--- src/hdl/dfr_pkg.sv ---
// dfr_pkg: shared types and constants for the packet deframer
// no dependencies; imported by dfr_parser, dfr_out_stage and the top level
`timescale 1ns / 1ps

package dfr_pkg;

  localparam logic [7:0] SYNC_0_BYTE      = 8'h55;
  localparam logic [7:0] SYNC_1_BYTE      = 8'h4E;
  localparam logic [7:0] SYNC_2_BYTE      = 8'h45;
  localparam logic [7:0] SYNC_3_BYTE      = 8'h52;
  localparam logic [7:0] ZERO_BYTE        = 8'h00;
  localparam logic [7:0] COLON_BYTE       = 8'h3A;
  localparam logic [7:0] CODE_ALIVE       = 8'hF0;
  localparam logic [7:0] CODE_MOTOR_SET   = 8'hD0;
  localparam logic [7:0] CODE_MOTOR_ONOFF = 8'hD2;

  // fixed header bytes folded into the checksum seed (length byte added at run time)
  localparam logic [7:0] HEADER_XOR =
    SYNC_0_BYTE ^ SYNC_1_BYTE ^ SYNC_2_BYTE ^ SYNC_3_BYTE ^ ZERO_BYTE ^ COLON_BYTE;

  localparam int STAGE_DEPTH = 8;
  localparam logic [3:0] POS_LAST = 4'd9;

  typedef enum logic [2:0] {
    PH_SYNC0   = 3'd0,
    PH_SYNC1   = 3'd1,
    PH_SYNC2   = 3'd2,
    PH_SYNC3   = 3'd3,
    PH_LENGTH  = 3'd4,
    PH_ZERO    = 3'd5,
    PH_COLON   = 3'd6,
    PH_PAYLOAD = 3'd7
  } phase_t;

  typedef enum logic [1:0] {
    KIND_ALIVE       = 2'd0,
    KIND_MOTOR_SET   = 2'd1,
    KIND_MOTOR_ONOFF = 2'd2,
    KIND_OTHER       = 2'd3
  } kind_t;

  typedef struct packed {
    logic        frame_ok;
    logic [7:0]  command_code;
    kind_t       command_kind;
    logic [31:0] motor_one_word;
    logic [31:0] motor_two_word;
  } result_t;

  function automatic kind_t kind_of(input logic [7:0] code);
    kind_t k;
    priority if (code == CODE_ALIVE)       k = KIND_ALIVE;
    else if (code == CODE_MOTOR_SET)       k = KIND_MOTOR_SET;
    else if (code == CODE_MOTOR_ONOFF)     k = KIND_MOTOR_ONOFF;
    else                                   k = KIND_OTHER;
    return k;
  endfunction

  function automatic phase_t restart_on(input logic [7:0] b);
    return (b == SYNC_0_BYTE) ? PH_SYNC1 : PH_SYNC0;
  endfunction

endpackage

--- src/hdl/dfr_parser.sv ---
// dfr_parser: header hunt, payload count, running xor and payload staging
// depends on dfr_pkg
`timescale 1ns / 1ps

module dfr_parser (
  input  logic             clk,
  input  logic             rst,
  input  logic             step,
  input  logic [7:0]       rx_byte,
  output logic             has_result,
  output dfr_pkg::result_t result
);
  import dfr_pkg::*;

  phase_t      phase, phase_next;
  logic [7:0]  bytes_left, bytes_left_next;
  logic [7:0]  running_xor, running_xor_next;
  logic [3:0]  position, position_next;
  logic [7:0]  command_held, command_held_next;
  logic [7:0]  staged [STAGE_DEPTH];
  logic [7:0]  staged_next [STAGE_DEPTH];
  logic [2:0]  pos_dec;

  assign pos_dec    = position[2:0] - 3'd1;
  assign has_result = (phase == PH_PAYLOAD) && (bytes_left == 8'd1);

  always_comb begin
    phase_next        = phase;
    bytes_left_next   = bytes_left;
    running_xor_next  = running_xor;
    position_next     = position;
    command_held_next = command_held;
    for (int i = 0; i < STAGE_DEPTH; i++) staged_next[i] = staged[i];

    unique case (phase)
      PH_SYNC0:  phase_next = restart_on(rx_byte);
      PH_SYNC1:  phase_next = (rx_byte == SYNC_1_BYTE) ? PH_SYNC2 : restart_on(rx_byte);
      PH_SYNC2:  phase_next = (rx_byte == SYNC_2_BYTE) ? PH_SYNC3 : restart_on(rx_byte);
      PH_SYNC3:  phase_next = (rx_byte == SYNC_3_BYTE) ? PH_LENGTH : restart_on(rx_byte);
      PH_LENGTH: begin
        bytes_left_next = rx_byte;
        phase_next      = PH_ZERO;
      end
      PH_ZERO:   phase_next = (rx_byte == ZERO_BYTE) ? PH_COLON : restart_on(rx_byte);
      PH_COLON: begin
        if (rx_byte == COLON_BYTE) begin
          running_xor_next  = HEADER_XOR ^ bytes_left;
          position_next     = 4'd0;
          command_held_next = 8'd0;
          for (int i = 0; i < STAGE_DEPTH; i++) staged_next[i] = 8'd0;
          phase_next        = PH_PAYLOAD;
        end else begin
          phase_next = restart_on(rx_byte);
        end
      end
      PH_PAYLOAD: begin
        if (position == 4'd0) begin
          command_held_next = rx_byte;
        end else if (position <= 4'd8) begin
          staged_next[pos_dec] = rx_byte;
        end
        if (position < POS_LAST) position_next = position + 4'd1;
        if (bytes_left != 8'd1) begin
          running_xor_next = running_xor ^ rx_byte;
          bytes_left_next  = bytes_left - 8'd1;
        end else begin
          bytes_left_next = 8'd0;
          phase_next      = PH_SYNC0;
        end
      end
      default: phase_next = PH_SYNC0;
    endcase
  end

  // result is built from the staging as it stands after this byte
  always_comb begin
    result.frame_ok       = (running_xor == rx_byte);
    result.command_code   = command_held_next;
    result.command_kind   = kind_of(command_held_next);
    result.motor_one_word = {staged_next[3], staged_next[2], staged_next[1], staged_next[0]};
    result.motor_two_word = {staged_next[7], staged_next[6], staged_next[5], staged_next[4]};
  end

  always_ff @(posedge clk) begin
    if (rst) begin
      phase       <= PH_SYNC0;
      bytes_left  <= 8'd0;
      running_xor <= 8'd0;
      position    <= 4'd0;
    end else if (step) begin
      phase       <= phase_next;
      bytes_left  <= bytes_left_next;
      running_xor <= running_xor_next;
      position    <= position_next;
    end
  end

  always_ff @(posedge clk) begin
    if (step) begin
      command_held <= command_held_next;
      for (int i = 0; i < STAGE_DEPTH; i++) staged[i] <= staged_next[i];
    end
  end

`ifndef ASSERT_OFF
  a_frame_end_rehunts: assert property (@(posedge clk) disable iff (rst)
    step && has_result |=> phase == PH_SYNC0 && bytes_left == 8'd0)
    else $error("parser did not return to hunt after frame end");

  a_position_bound: assert property (@(posedge clk) disable iff (rst)
    position <= POS_LAST)
    else $error("payload position ran past its hold value");

  a_seed_on_colon: assert property (@(posedge clk) disable iff (rst)
    step && phase == PH_COLON && rx_byte == COLON_BYTE |=>
      position == 4'd0 && running_xor == (HEADER_XOR ^ bytes_left))
    else $error("checksum seed wrong at payload start");
`endif

endmodule

--- src/hdl/dfr_out_stage.sv ---
// dfr_out_stage: result register holding one frame result until taken
// depends on dfr_pkg
`timescale 1ns / 1ps

module dfr_out_stage (
  input  logic             clk,
  input  logic             rst,
  input  logic             load,
  input  dfr_pkg::result_t result_in,
  output logic             slot_free,
  output logic             out_valid,
  input  logic             out_ready,
  output dfr_pkg::result_t result_out
);
  import dfr_pkg::*;

  logic    held_valid;
  result_t held;

  assign slot_free  = !held_valid || out_ready;
  assign out_valid  = held_valid;
  assign result_out = held;

  always_ff @(posedge clk) begin
    if (rst) begin
      held_valid <= 1'b0;
    end else if (load) begin
      held_valid <= 1'b1;
    end else if (out_ready) begin
      held_valid <= 1'b0;
    end
  end

  always_ff @(posedge clk) begin
    if (load) held <= result_in;
  end

`ifndef ASSERT_OFF
  a_no_overwrite: assert property (@(posedge clk) disable iff (rst)
    load |-> !held_valid || out_ready)
    else $error("result register overwritten while still held");

  a_load_shows: assert property (@(posedge clk) disable iff (rst)
    load |=> held_valid)
    else $error("loaded result not presented");

  a_stall_holds: assert property (@(posedge clk) disable iff (rst)
    held_valid && !out_ready |=> held_valid && $stable(held))
    else $error("stalled result changed");
`endif

endmodule

--- src/hdl/xor_checked_packet_deframer_core.sv ---
// xor_checked_packet_deframer_core: top level of the packet deframer
// depends on dfr_pkg, dfr_parser, dfr_out_stage
`timescale 1ns / 1ps

// Usage
//   input channel: rx_byte with in_valid / in_ready, one serial byte per transaction.
//   output channel: frame_ok, command_code, command_kind, motor_one_word,
//   motor_two_word with out_valid / out_ready, one transaction per complete frame.
//   bytes pass an input register, then the parser updates its state and, on the
//   last payload byte, loads the result register.
//   the last payload byte is taken into the input register; the parser step on it
//   loads the result register, from which out_valid rises.
//   throughput: one byte per cycle (one parser step each) unless stalled as below.
//   a byte that ends no frame never waits on the output side; a frame-ending
//   byte waits in the input register only while a previous result is still held.
//   a stalled receiver holds the result; in_ready drops once the frame-ending
//   byte is blocked and the input register is full.
//   reset (rst, synchronous) puts the parser into sync hunt and empties both
//   registers; no clearing pass is needed.

module xor_checked_packet_deframer_core (
  input  logic        clk,
  input  logic        rst,
  input  logic        in_valid,
  output logic        in_ready,
  input  logic [7:0]  rx_byte,
  output logic        out_valid,
  input  logic        out_ready,
  output logic        frame_ok,
  output logic [7:0]  command_code,
  output logic [1:0]  command_kind,
  output logic [31:0] motor_one_word,
  output logic [31:0] motor_two_word
);
  import dfr_pkg::*;

  logic       byte_valid;
  logic [7:0] byte_q;
  logic       has_result;
  logic       slot_free;
  logic       advance;
  result_t    result_new;
  result_t    result_out;

  assign advance  = byte_valid && (!has_result || slot_free);
  assign in_ready = !byte_valid || advance;

  always_ff @(posedge clk) begin
    if (rst) begin
      byte_valid <= 1'b0;
    end else if (in_ready) begin
      byte_valid <= in_valid;
    end
  end

  always_ff @(posedge clk) begin
    if (in_valid && in_ready) byte_q <= rx_byte;
  end

  dfr_parser u_parser (
    .clk        (clk),
    .rst        (rst),
    .step       (advance),
    .rx_byte    (byte_q),
    .has_result (has_result),
    .result     (result_new)
  );

  dfr_out_stage u_out (
    .clk        (clk),
    .rst        (rst),
    .load       (advance && has_result),
    .result_in  (result_new),
    .slot_free  (slot_free),
    .out_valid  (out_valid),
    .out_ready  (out_ready),
    .result_out (result_out)
  );

  assign frame_ok       = result_out.frame_ok;
  assign command_code   = result_out.command_code;
  assign command_kind   = result_out.command_kind;
  assign motor_one_word = result_out.motor_one_word;
  assign motor_two_word = result_out.motor_two_word;

endmodule

--- config.mk ---
export PLATFORM = sky130hd
export DESIGN_NAME = xor_checked_packet_deframer_core
export DESIGN_NICKNAME = d
export VERILOG_FILES = /design/src/hdl/dfr_pkg.sv /design/src/hdl/dfr_parser.sv /design/src/hdl/dfr_out_stage.sv /design/src/hdl/xor_checked_packet_deframer_core.sv
export SDC_FILE = /design/constraint.sdc
export NUM_CORES = 1
export LEC_CHECK = 0
export BUFFER_PORTS_ARGS = -buffer_cell sky130_fd_sc_hd__buf_2
export CAP_MARGIN = 20
export CORE_MARGIN = 4
export CORE_UTILIZATION = 40
export CTS_CLUSTER_DIAMETER = 200
export CTS_CLUSTER_SIZE = 20
export DETAILED_ROUTE_END_ITERATION = 10
export PLACE_DENSITY = 0.64
export REMOVE_ABC_BUFFERS = 1
export SLEW_MARGIN = 15
export SYNTH_ARGS = -nofsm -noshare
export SYNTH_HDL_FRONTEND = slang
export SYNTH_SLANG_ARGS = --single-unit
--- constraint.sdc ---
create_clock -name clk -period 6.9 [get_ports clk]
set_input_delay 0.345 -clock clk [delete_from_list [all_inputs] [get_ports clk]]
set_output_delay 0.345 -clock clk [all_outputs]
set_load 0.03 [all_outputs]
==> impl_results.md, run 1 <==
- Highest metal used: met4
- Area delta synth->final: 15.98%
- Sequential fraction of the synthesis area: 0.6752
- Fin crit share: 0.5155
- Die Span Y: roughly 150 um
- Ys async rst share: 0
- Post-synth top area cell: edfxtp_1
- Met3 routed WL: 1148 um
- Crit. End Element: flop
- # Post-CTS Setup Buffers: 0
- Iteration-0 DRC Markers: between 400 and 500
- Status: complete, no violations
- Synth unique cells: 66
- Vias in the first global route: 5062
- M1 wire length: ~7600 um
- DR pass1 iterations: 5
- Post-CTS Hold Fix Bufs: 0
- Least-Margin Pin Slew: between 900 and 1000 ps
- Hold Path Class: primary input to flop
- Number of instances in the placed design: between 900 and 1000
- Leakage: approximately 0.0031 uW
- GPL Wtd Cong: 0.8558
- Setup crit start kind: flop
- Starting Density: 0.4068
- Commonest non-fill, non-tap cell in the layout: edfxtp_1
- Vias: 5234
- IO Pins: 89
- Crit path buffers/inverters: 2
- Drt wl/cell: 18.05 um
- Max H-tree Level: 4
- Critical path fanouts, max: 45
- Setup violations, final: 0
- Cell Rows: 50
- Fill count: 1646
- PwrDens: 260.4 nW/um^2
- Cts bufs inserted: 17
- Fmax: 281.2 MHz
- Critical path's top delay family: compound AO/OA/AOI/OAI gates
- Yosys top cell area share: 0.6096
- Minimum clock period: 3557 ps
- Synthesis Warnings: 0
- Mapped Cells: ~620
- Largest net degree at the start of global routing: 76
- Minimum hold slack: 87.19 ps
- Worst skew pair latency: 430 ps
- CORE AREA: between 15000 and 20000 um^2
- Met2 WL: between 8000 and 9000 um
- Initial antenna violation count: 0
- Yosys reg bits: 180
- Mean post-synth cell area: 12.27 um^2
- Most frequent cells in the layout: edfxtp_1, nand2_1, buf_2, o21ai_0, a21oi_1
- Clk slew on worst S/H paths: 70 ps
- First-pass GRT wire length: 27540 um
- Max Cap Viol: 0
- Clock sinks: 180
- CP peak stage delay: ~780 ps
- Synth area leaders: edfxtp_1, dfxtp_1, nand2_1
- Final hold viol count: 0
- Crit path cell chain: nand3_2 -> o41ai_4 -> inv_2 -> buf_4 -> a31oi_1 -> a311oi_1
- Peak VDD IR: 166.6 uV
- Critical path's slowest cell: dfxtp_1
- Routed Antenna Nets: 0
- Setup WS pre-CTS: 3389 ps
- Layout net count: between 700 and 800
- Crit path kind: flop to flop
- Mapped cell area: 7635 um^2
- Dominant synthesized flop cell: edfxtp_1
- DP Wirelength: ~11000 um
- Total grt overflow: 0
- Die Wd: 146.2 um
- Clock Skew: 12.12 ps
- Final setup margin: 3343 ps
- CP arrival: 3830 ps
- Req. time, crit path: 7180 ps
- Post-synth EDFFs: approximately 160
- Post-Route WL: 17010 um
- Port bufs: 88
- CTS tree: yes
- Layout cells sized above 1: 0.2020
- Slew Limit Headroom: 0.3557
- Number of diodes: 0
- Drc violations: 0
- Max-slew violations: 0
- Area of the die: approximately 21000 um^2
- Non-Filler Instances: between 900 and 1000
- RSZ-0062 raised after global routing: no
- Clock root buffer: clkbuf_16
- Clock Tree Buf Depth: 2
- Vias per cell: 5.556
- # resized after CTS: 0
- Power Total: ~2300 uW
- Global Route Usage Sum: 0.1608
==> synthesized netlist by cell type (all sizes together) (4+ instances only) <==
| cell | number |
|---|---|
| nand3 | 21 |
| nor2b | 8 |
| inv | 17 |
| nand2 | 106 |
| nor3 | 13 |
| a211o | 4 |
| o32ai | 4 |
| o31ai | 5 |
| nand2b | 5 |
| edfxtp | 155 |
| o211ai | 4 |
| a22o | 24 |
| xnor2 | 9 |
| dfxtp | 25 |
| o21ai | 61 |
| nor2 | 19 |
| nor4 | 9 |
| a21oi | 31 |
| ha | 4 |
| buf | 6 |
| clkbuf | 36 |
==> worst reg2reg max path: cells and delay by family, from the launching register on <==
family | cells | cell delay [ps]
buf+inv | 2 | 830
compound gates | 3 | 1050
simple gates | 1 | 770
flops | 1 | 780
==> cell families after synthesis <==
kind of cell / share of synthesized area
AO/OA/AOI/OAI: 0.1323
XOR/XNOR: 0.01377
adder cells (fa/ha/maj): 0.006555
buffers and inverters: 0.03654
flip-flops: 0.6752
multiplexers: 0.001475
AND/OR/NAND/NOR: 0.1342
==> final timing paths <==
check / start / to / slack [ps] / depth (start not counted)
setup reg to reg: u_parser.phase[0] / u_parser.position[3] / 3340 / 6
hold reg to reg: u_parser.running_xor[5] / u_parser.running_xor[5] / 510 / 2
setup / recovery: u_parser.phase[0] / u_parser.position[3] / 3340 / 6
hold / removal: rx_byte[0] / byte_q[0] / 90 / 1
==> sequential cells by signal, indices dropped and copies added (netlist names) <==
register and count:
u_out.result_out 75, u_parser.staged 64, byte_q 8, u_parser.bytes_left 8
u_parser.command_held 8, u_parser.running_xor 8, u_parser.position 4, u_parser.phase 3
byte_valid 1, u_out.out_valid 1
==> per-layer routing <==
metal  GRT usage  vias up
li1            -     2456
met1      0.2227     2568
met2      0.2533      190
met3     0.03880       20
met4     0.04798        0
met5           0        -
==> area by class of cell <==
| class | instances | area, um^2 | area share |
|---|---|---|---|
| Clock buffer | 18 | 429.2 | 0.04847 |
| Clock inverter | 13 | 181.4 | 0.02049 |
| Inverter | 17 | 63.81 | 0.007206 |
| Multi-Input combinational cell | 383 | 2225 | 0.2512 |
| Sequential cell | 180 | 5155 | 0.5822 |
| Tap cell | 234 | 292.8 | 0.03306 |
| Timing Repair Buffer | 97 | 508.0 | 0.05737 |
==> stage by stage <==
step / utilization / instance area, um^2 / TNS (ps)
final: 0.4718 / 8855 / 0
after global routing: 0.4718 / 8855 / 0
after CTS: 0.4715 / 8848 / 0
after global placement: 0.4389 / 8238 / 0
after detailed placement: 0.4389 / 8238 / 0
after floorplan: - / 7420 / -4016
==> report_power, final <==
group	internal, uW	total, uW	switching, uW
logic	26.1	75.0	48.9
registers	1200	1230	28.0
clock network	603	1000	399
total	1830	2310	475
Power figures use the tool's default switching activity.
==> run 2, diff against run 1 <==
Settings changed: ABC_AREA set to 1.
Clock period 6.9 ns to 3 ns, I/O delays scaled along.
==> impl_results.md, run 2 <==
- Number of instances in the placed design: ~1000
- Seq pwr share: 0.541
- Post-synth top area cell: edfxtp_1
- Vias in the first global route: 5245
- GPL Wtd Cong: about 0.86
- Power share of the clock group: 0.417
- Worst R2R Path Depth: 8
- Yosys reg bits: 180
- Status: complete, no violations
- First-pass GRT wire length: 28280 um
- Clock sinks: 180
- # Post-CTS Setup Buffers: 0
- Fmax: 387.6 MHz
- Drc violations: 0
- CP peak stage delay: 440 ps
- Most frequent cells in the layout: nand2_1, edfxtp_1, buf_2, o21ai_0, nor2_1
- Clock Tree Buf Depth: 2
- Comb pwr share: 0.043
- Die Wd: ~150 um
- Leakage: between 0.003 and 0.004 uW
- PwrDens: 568.3 nW/um^2
- Layout net count: about 830
- Synth unique cells: 35
- Req. time, crit path: 3150 ps
- Max reg flops: 75
- Clock root buffer: clkbuf_16
- Layout cells sized above 1: 0.1922
- Drt wl/cell: between 15 and 20 um
- Total grt overflow: 0
- Mean post-synth cell area: ~11 um^2
- Sw Ratio: 0.2162
- Non-Filler Instances: 1082
- Synth area leaders: edfxtp_1, nand2_1, dfxtp_1
- Crit path cell chain: inv_1 -> nand2_1 -> nor2_4 -> nand3_4 -> nand2_2 -> inv_2 -> o21ai_0 -> o21ai_1
- Vias per cell: 5.063
- Yosys top cell area share: 0.6048
- Crit path kind: flop to flop
- Critical path's top delay family: simple AND/OR/NAND/NOR gates
- Clock Skew: between 8 and 9 ps
- Synthesis Warnings: 0
- Crit path buffers/inverters: 2
- Minimum clock period: 2580 ps
- Dominant synthesized flop cell: edfxtp_1
- IO Pins: 89
- CTS tree: yes
- Die Span Y: 146.7 um
- Cts bufs inserted: 17
- Cell Rows: 50
- Routed Antenna Nets: 0
- DP Wirelength: 11620 um
- Sequential fraction of the synthesis area: 0.6698
- Max Cap Viol: 0
- Vias: approximately 5500
- Crit. End Element: flop
- Area delta synth->final: 18.40%
- Peak VDD IR: 407.0 uV
- Setup violations, final: 0
- Pint: 4059 uW
- CORE AREA: 18830 um^2
- Starting Density: 0.4087
- Setup crit start kind: flop
- Net switching power: 1120 uW
- Commonest non-fill, non-tap cell in the layout: nand2_1
- Critical path's slowest cell: inv_1
- Minimum hold slack: 53.53 ps
- Slew Limit Headroom: 0.6096
- Most common library cells after synthesis: nand2_1, edfxtp_1, o21ai_0
- CP arrival: 2730 ps
- Port bufs: between 80 and 90
- Max-slew violations: 0
- Post-synth EDFFs: about 160
- Initial antenna violation count: 0
- Post-Route WL: 17900 um
- Number of diodes: 0
- Reg2Reg Launch Point: byte_q[7]
- Area of the die: 21520 um^2
- Hold Path Class: primary input to flop
- Least-Margin Pin Slew: between 500 and 600 ps
- Hold path cells: 2
- Ys async rst share: 0
- Final hold viol count: 0
- Critical path fanouts, max: 28
- Mapped Cells: 706
- Iteration-0 DRC Markers: about 590
- Setup WS pre-CTS: 476.5 ps
- Worst skew pair latency: 430 ps
- Count leader, synth: nand2_1
- Hold Crit Start: rst
- DR pass1 iterations: 5
- Largest net degree at the start of global routing: 76
- RSZ-0062 raised after global routing: no
- Critical Path Stages: 8
- Mapped cell area: about 7700 um^2
- Fin crit share: 0.8600
- Final setup margin: 420.1 ps
- Crit. Startpoint: byte_q[7]
- Max H-tree Level: 4
- Global Route Usage Sum: 0.1665
- Clk slew on worst S/H paths: around 70 ps
## run 2: cell types whose count changed after synthesis, moves of 19 or more
| cell | delta |
|---|---|
| clkbuf_1 | -27 |
| nor2_1 | +34 |
| a22o_1 | -24 |
| o21ai_1 | +38 |
| inv_1 | +29 |
| nand3_1 | +19 |
| nand2_1 | +59 |
## run 2: layer usage
| layer | vias up | share of wire | GRT usage |
|---|---|---|---|
| met4 | 0 | 0.012 | 0.04892 |
| met5 | - | 0 | 0 |
| li1 | 2676 | - | - |
| met1 | 2586 | 0.45 | 0.2244 |
| met3 | 17 | 0.065 | 0.04473 |
| met2 | 199 | 0.48 | 0.2662 |
## run 2: area by class of cell
class | instances | area, um^2
Clock inverter | 11 | 128.9
Timing Repair Buffer | 105 | 640.6
Tap cell | 260 | 325.3
Clock buffer | 20 | 436.7
Fill cell | 1729 | 9718
Sequential cell | 180 | 5155
Inverter | 57 | 217.7
Multi-Input combinational cell | 449 | 2208
## run 2: worst paths after layout
kind                             end  slack (ps)
max reg2reg     u_out.result_out[20]         420
max             u_out.result_out[20]         420
min                u_parser.phase[2]          50
min reg2reg  u_parser.running_xor[5]         460
## run 2: power groups by stage
stage	Clock [uW]	Combinational (uW)	Sequential (uW)
floorplan	0	129	2840
global placement	0	207	2850
detailed placement	0	211	2850
CTS	2190	221	2800
global route	2300	245	2800
finish	2160	222	2800
## run 2: cells by family after synthesis
family | Yosys count | synth area share
compound gates | 145 | 0.1010
xor+xnor | 13 | 0.01479
fa+ha+maj | 4 | 0.006503
buf+inv | 77 | 0.04324
flops | 180 | 0.6698
simple gates | 287 | 0.1647
## run 2: worst register-to-register path, stage by stage, from the launching register on
cell	delay [ps]
edfxtp_1	430
inv_1	440
nand2_1	190
nor2_4	150
nand3_4	100
nand2_2	320
inv_2	300
o21ai_0	250
o21ai_1	120
## run 2: repair_timing
| item | CTS | global route |
|---|---|---|
| endpoints found under the setup margin | 0 | 0 |
| hold buffers | 9 | 0 |
| gates resized for setup | 0 | 0 |
| endpoints found under the hold margin | 9 | 0 |
## run 2: metrics by stage
stage | cell area, um^2 | util | TNS (ps) | total power, uW
detailed placement | 8457 | 0.4491 | 0 | 3064
finish | 9112 | 0.4839 | 0 | 5178
global placement | 8457 | 0.4491 | 0 | 3058
floorplan | 7581 | - | -37930 | 2973
CTS | 9112 | 0.4839 | 0 | 5208
global route | 9112 | 0.4839 | 0 | 5352
==> run 3, diff against run 2 <==
Settings changed: PLACE_DENSITY 0.64 to not set, REMOVE_ABC_BUFFERS 1 to not set.
==> impl_results.md, run 3 (synthesis gave the netlist of run 2 again) <==
- Critical path fanouts, max: 28
- Crit path buffers/inverters: 2
- Syn Nets: 722
- Status: complete, no violations
- Worst skew pair latency: 430 ps
- First-pass GRT wire length: approximately 28000 um
- # Post-CTS Setup Buffers: 0
- Layout net count: 830
- Setup crit start kind: flop
- Die Wd: 146.7 um
- Iteration-0 DRC Markers: 462
- CORE AREA: 18830 um^2
- Cell Rows: 50
- Initial antenna violation count: 0
- Crit. End Element: flop
- Die Span Y: 146.7 um
- Clock Skew: 10.44 ps
- Global Route Usage Sum: 0.1674
- Minimum clock period: 2617 ps
- Most frequent cells in the layout: nand2_1, edfxtp_1, buf_2, o21ai_0, nor2_1
- Max reg flops: 75
- # resized after CTS: 0
- Highest metal used: met4
- Minimum hold slack: 70.84 ps
- Largest net degree at the start of global routing: 53
- Layout cells sized above 1: 0.1971
- Max Cap Viol: 0
- Final hold viol count: 0
- Vias: 5412
- CP peak stage delay: 470 ps
- DP Wirelength: 11780 um
- CTS tree: yes
- CP arrival: 2780 ps
- Flop-to-flop setup slack: 380 ps
- Leakage: ~0.0035 uW
- Met2 WL: 8058 um
- Max-slew violations: 0
- Slew Limit Headroom: 0.6075
- Clk slew on worst S/H paths: roughly 70 ps
- Fmax: 382.0 MHz
- Clock sinks: 180
- Port bufs: 88
- Routed Antenna Nets: 0
- Drc violations: 0
- Met3 routed WL: 1001 um
- Total grt overflow: 0
- Vias in the first global route: 5199
- M1 wire length: 8223 um
- Drt wl/cell: 16.30 um
- Commonest non-fill, non-tap cell in the layout: nand2_1
- Setup violations, final: 0
- Clock Tree Buf Depth: 2
- PwrDens: 559.0 nW/um^2
- Crit path cell chain: inv_1 -> nand2_1 -> nor2_4 -> nand3_4 -> nand2_2 -> inv_2 -> o21ai_0 -> o21ai_1
- DR pass1 iterations: 6
- Req. time, crit path: 3160 ps
- Area of the die: between 20000 and 25000 um^2
- Clock root buffer: clkbuf_16
- Least-Margin Pin Slew: just under 600 ps
- Critical path's top delay family: buffers and inverters
- RSZ-0062 raised after global routing: no
- Starting Density: 0.4087
- Peak VDD IR: slightly above 400 uV
- Critical path's slowest cell: edfxtp_1
- Vias per cell: 4.979
- Fin crit share: 0.8725
- Cts bufs inserted: 17
- Post-Route WL: 17720 um
- Crit path kind: flop to flop
- IO Pins: 89
- Hold Path Class: primary input to flop
- Max H-tree Level: 4
- Number of diodes: 0
- GPL Wtd Cong: 0.8437
- TNS Setup: 0 ps
- Area delta synth->final: 18.09%
-- run 3: area by class of cell --
class | instances | area, um^2
Inverter | 57 | 222.7
Timing Repair Buffer | 109 | 633.1
Clock buffer | 21 | 440.4
Fill cell | 1732 | 9742
Sequential cell | 180 | 5155
Clock inverter | 11 | 103.9
Multi-Input combinational cell | 449 | 2208
Tap cell | 260 | 325.3
-- run 3: worst paths after layout --
path	cells past startpoint	startpoint	endpoint
max reg2reg	8	byte_q[7]	u_out.result_out[16]
min	2	rst	u_parser.phase[2]
min reg2reg	2	u_parser.running_xor[1]	u_parser.running_xor[1]
max	8	byte_q[7]	u_out.result_out[16]
-- run 3: timing repair --
action                                  CTS  global route
endpoints found under the setup margin    0             0
hold buffers                              9             0
hold endpoints to repair                  9             0
-- run 3: where the power goes --
group          leakage [uW]  internal (uW)  switching, uW
combinational       0.00160           70.2            160
sequential          0.00162           2760           30.7
clock              0.000262           1150            910
total               0.00348           3980           1100
-- run 3: per-stage QoR --
| step | setup WS, ps | instances | total power, uW | util | cell area, um^2 |
|---|---|---|---|---|---|
| after floorplan | 350.0 | 706 | 2980 | - | 7701 |
| after global placement | 473.7 | 1046 | 3066 | 0.4490 | 8454 |
| after detailed placement | 402.7 | 1046 | 3068 | 0.4490 | 8454 |
| after CTS | 369.9 | 1087 | 5120 | 0.4827 | 9089 |
| after global routing | 228.3 | 1087 | 5272 | 0.4827 | 9089 |
| final | 382.5 | 1087 | 5081 | 0.4827 | 9089 |
-- run 3: layer usage --
metal  track usage  vias up
li1              -     2671
met1        0.2296     2561
met2        0.2584      150
met3       0.04349       30
met4       0.06068        0
met5             0        -
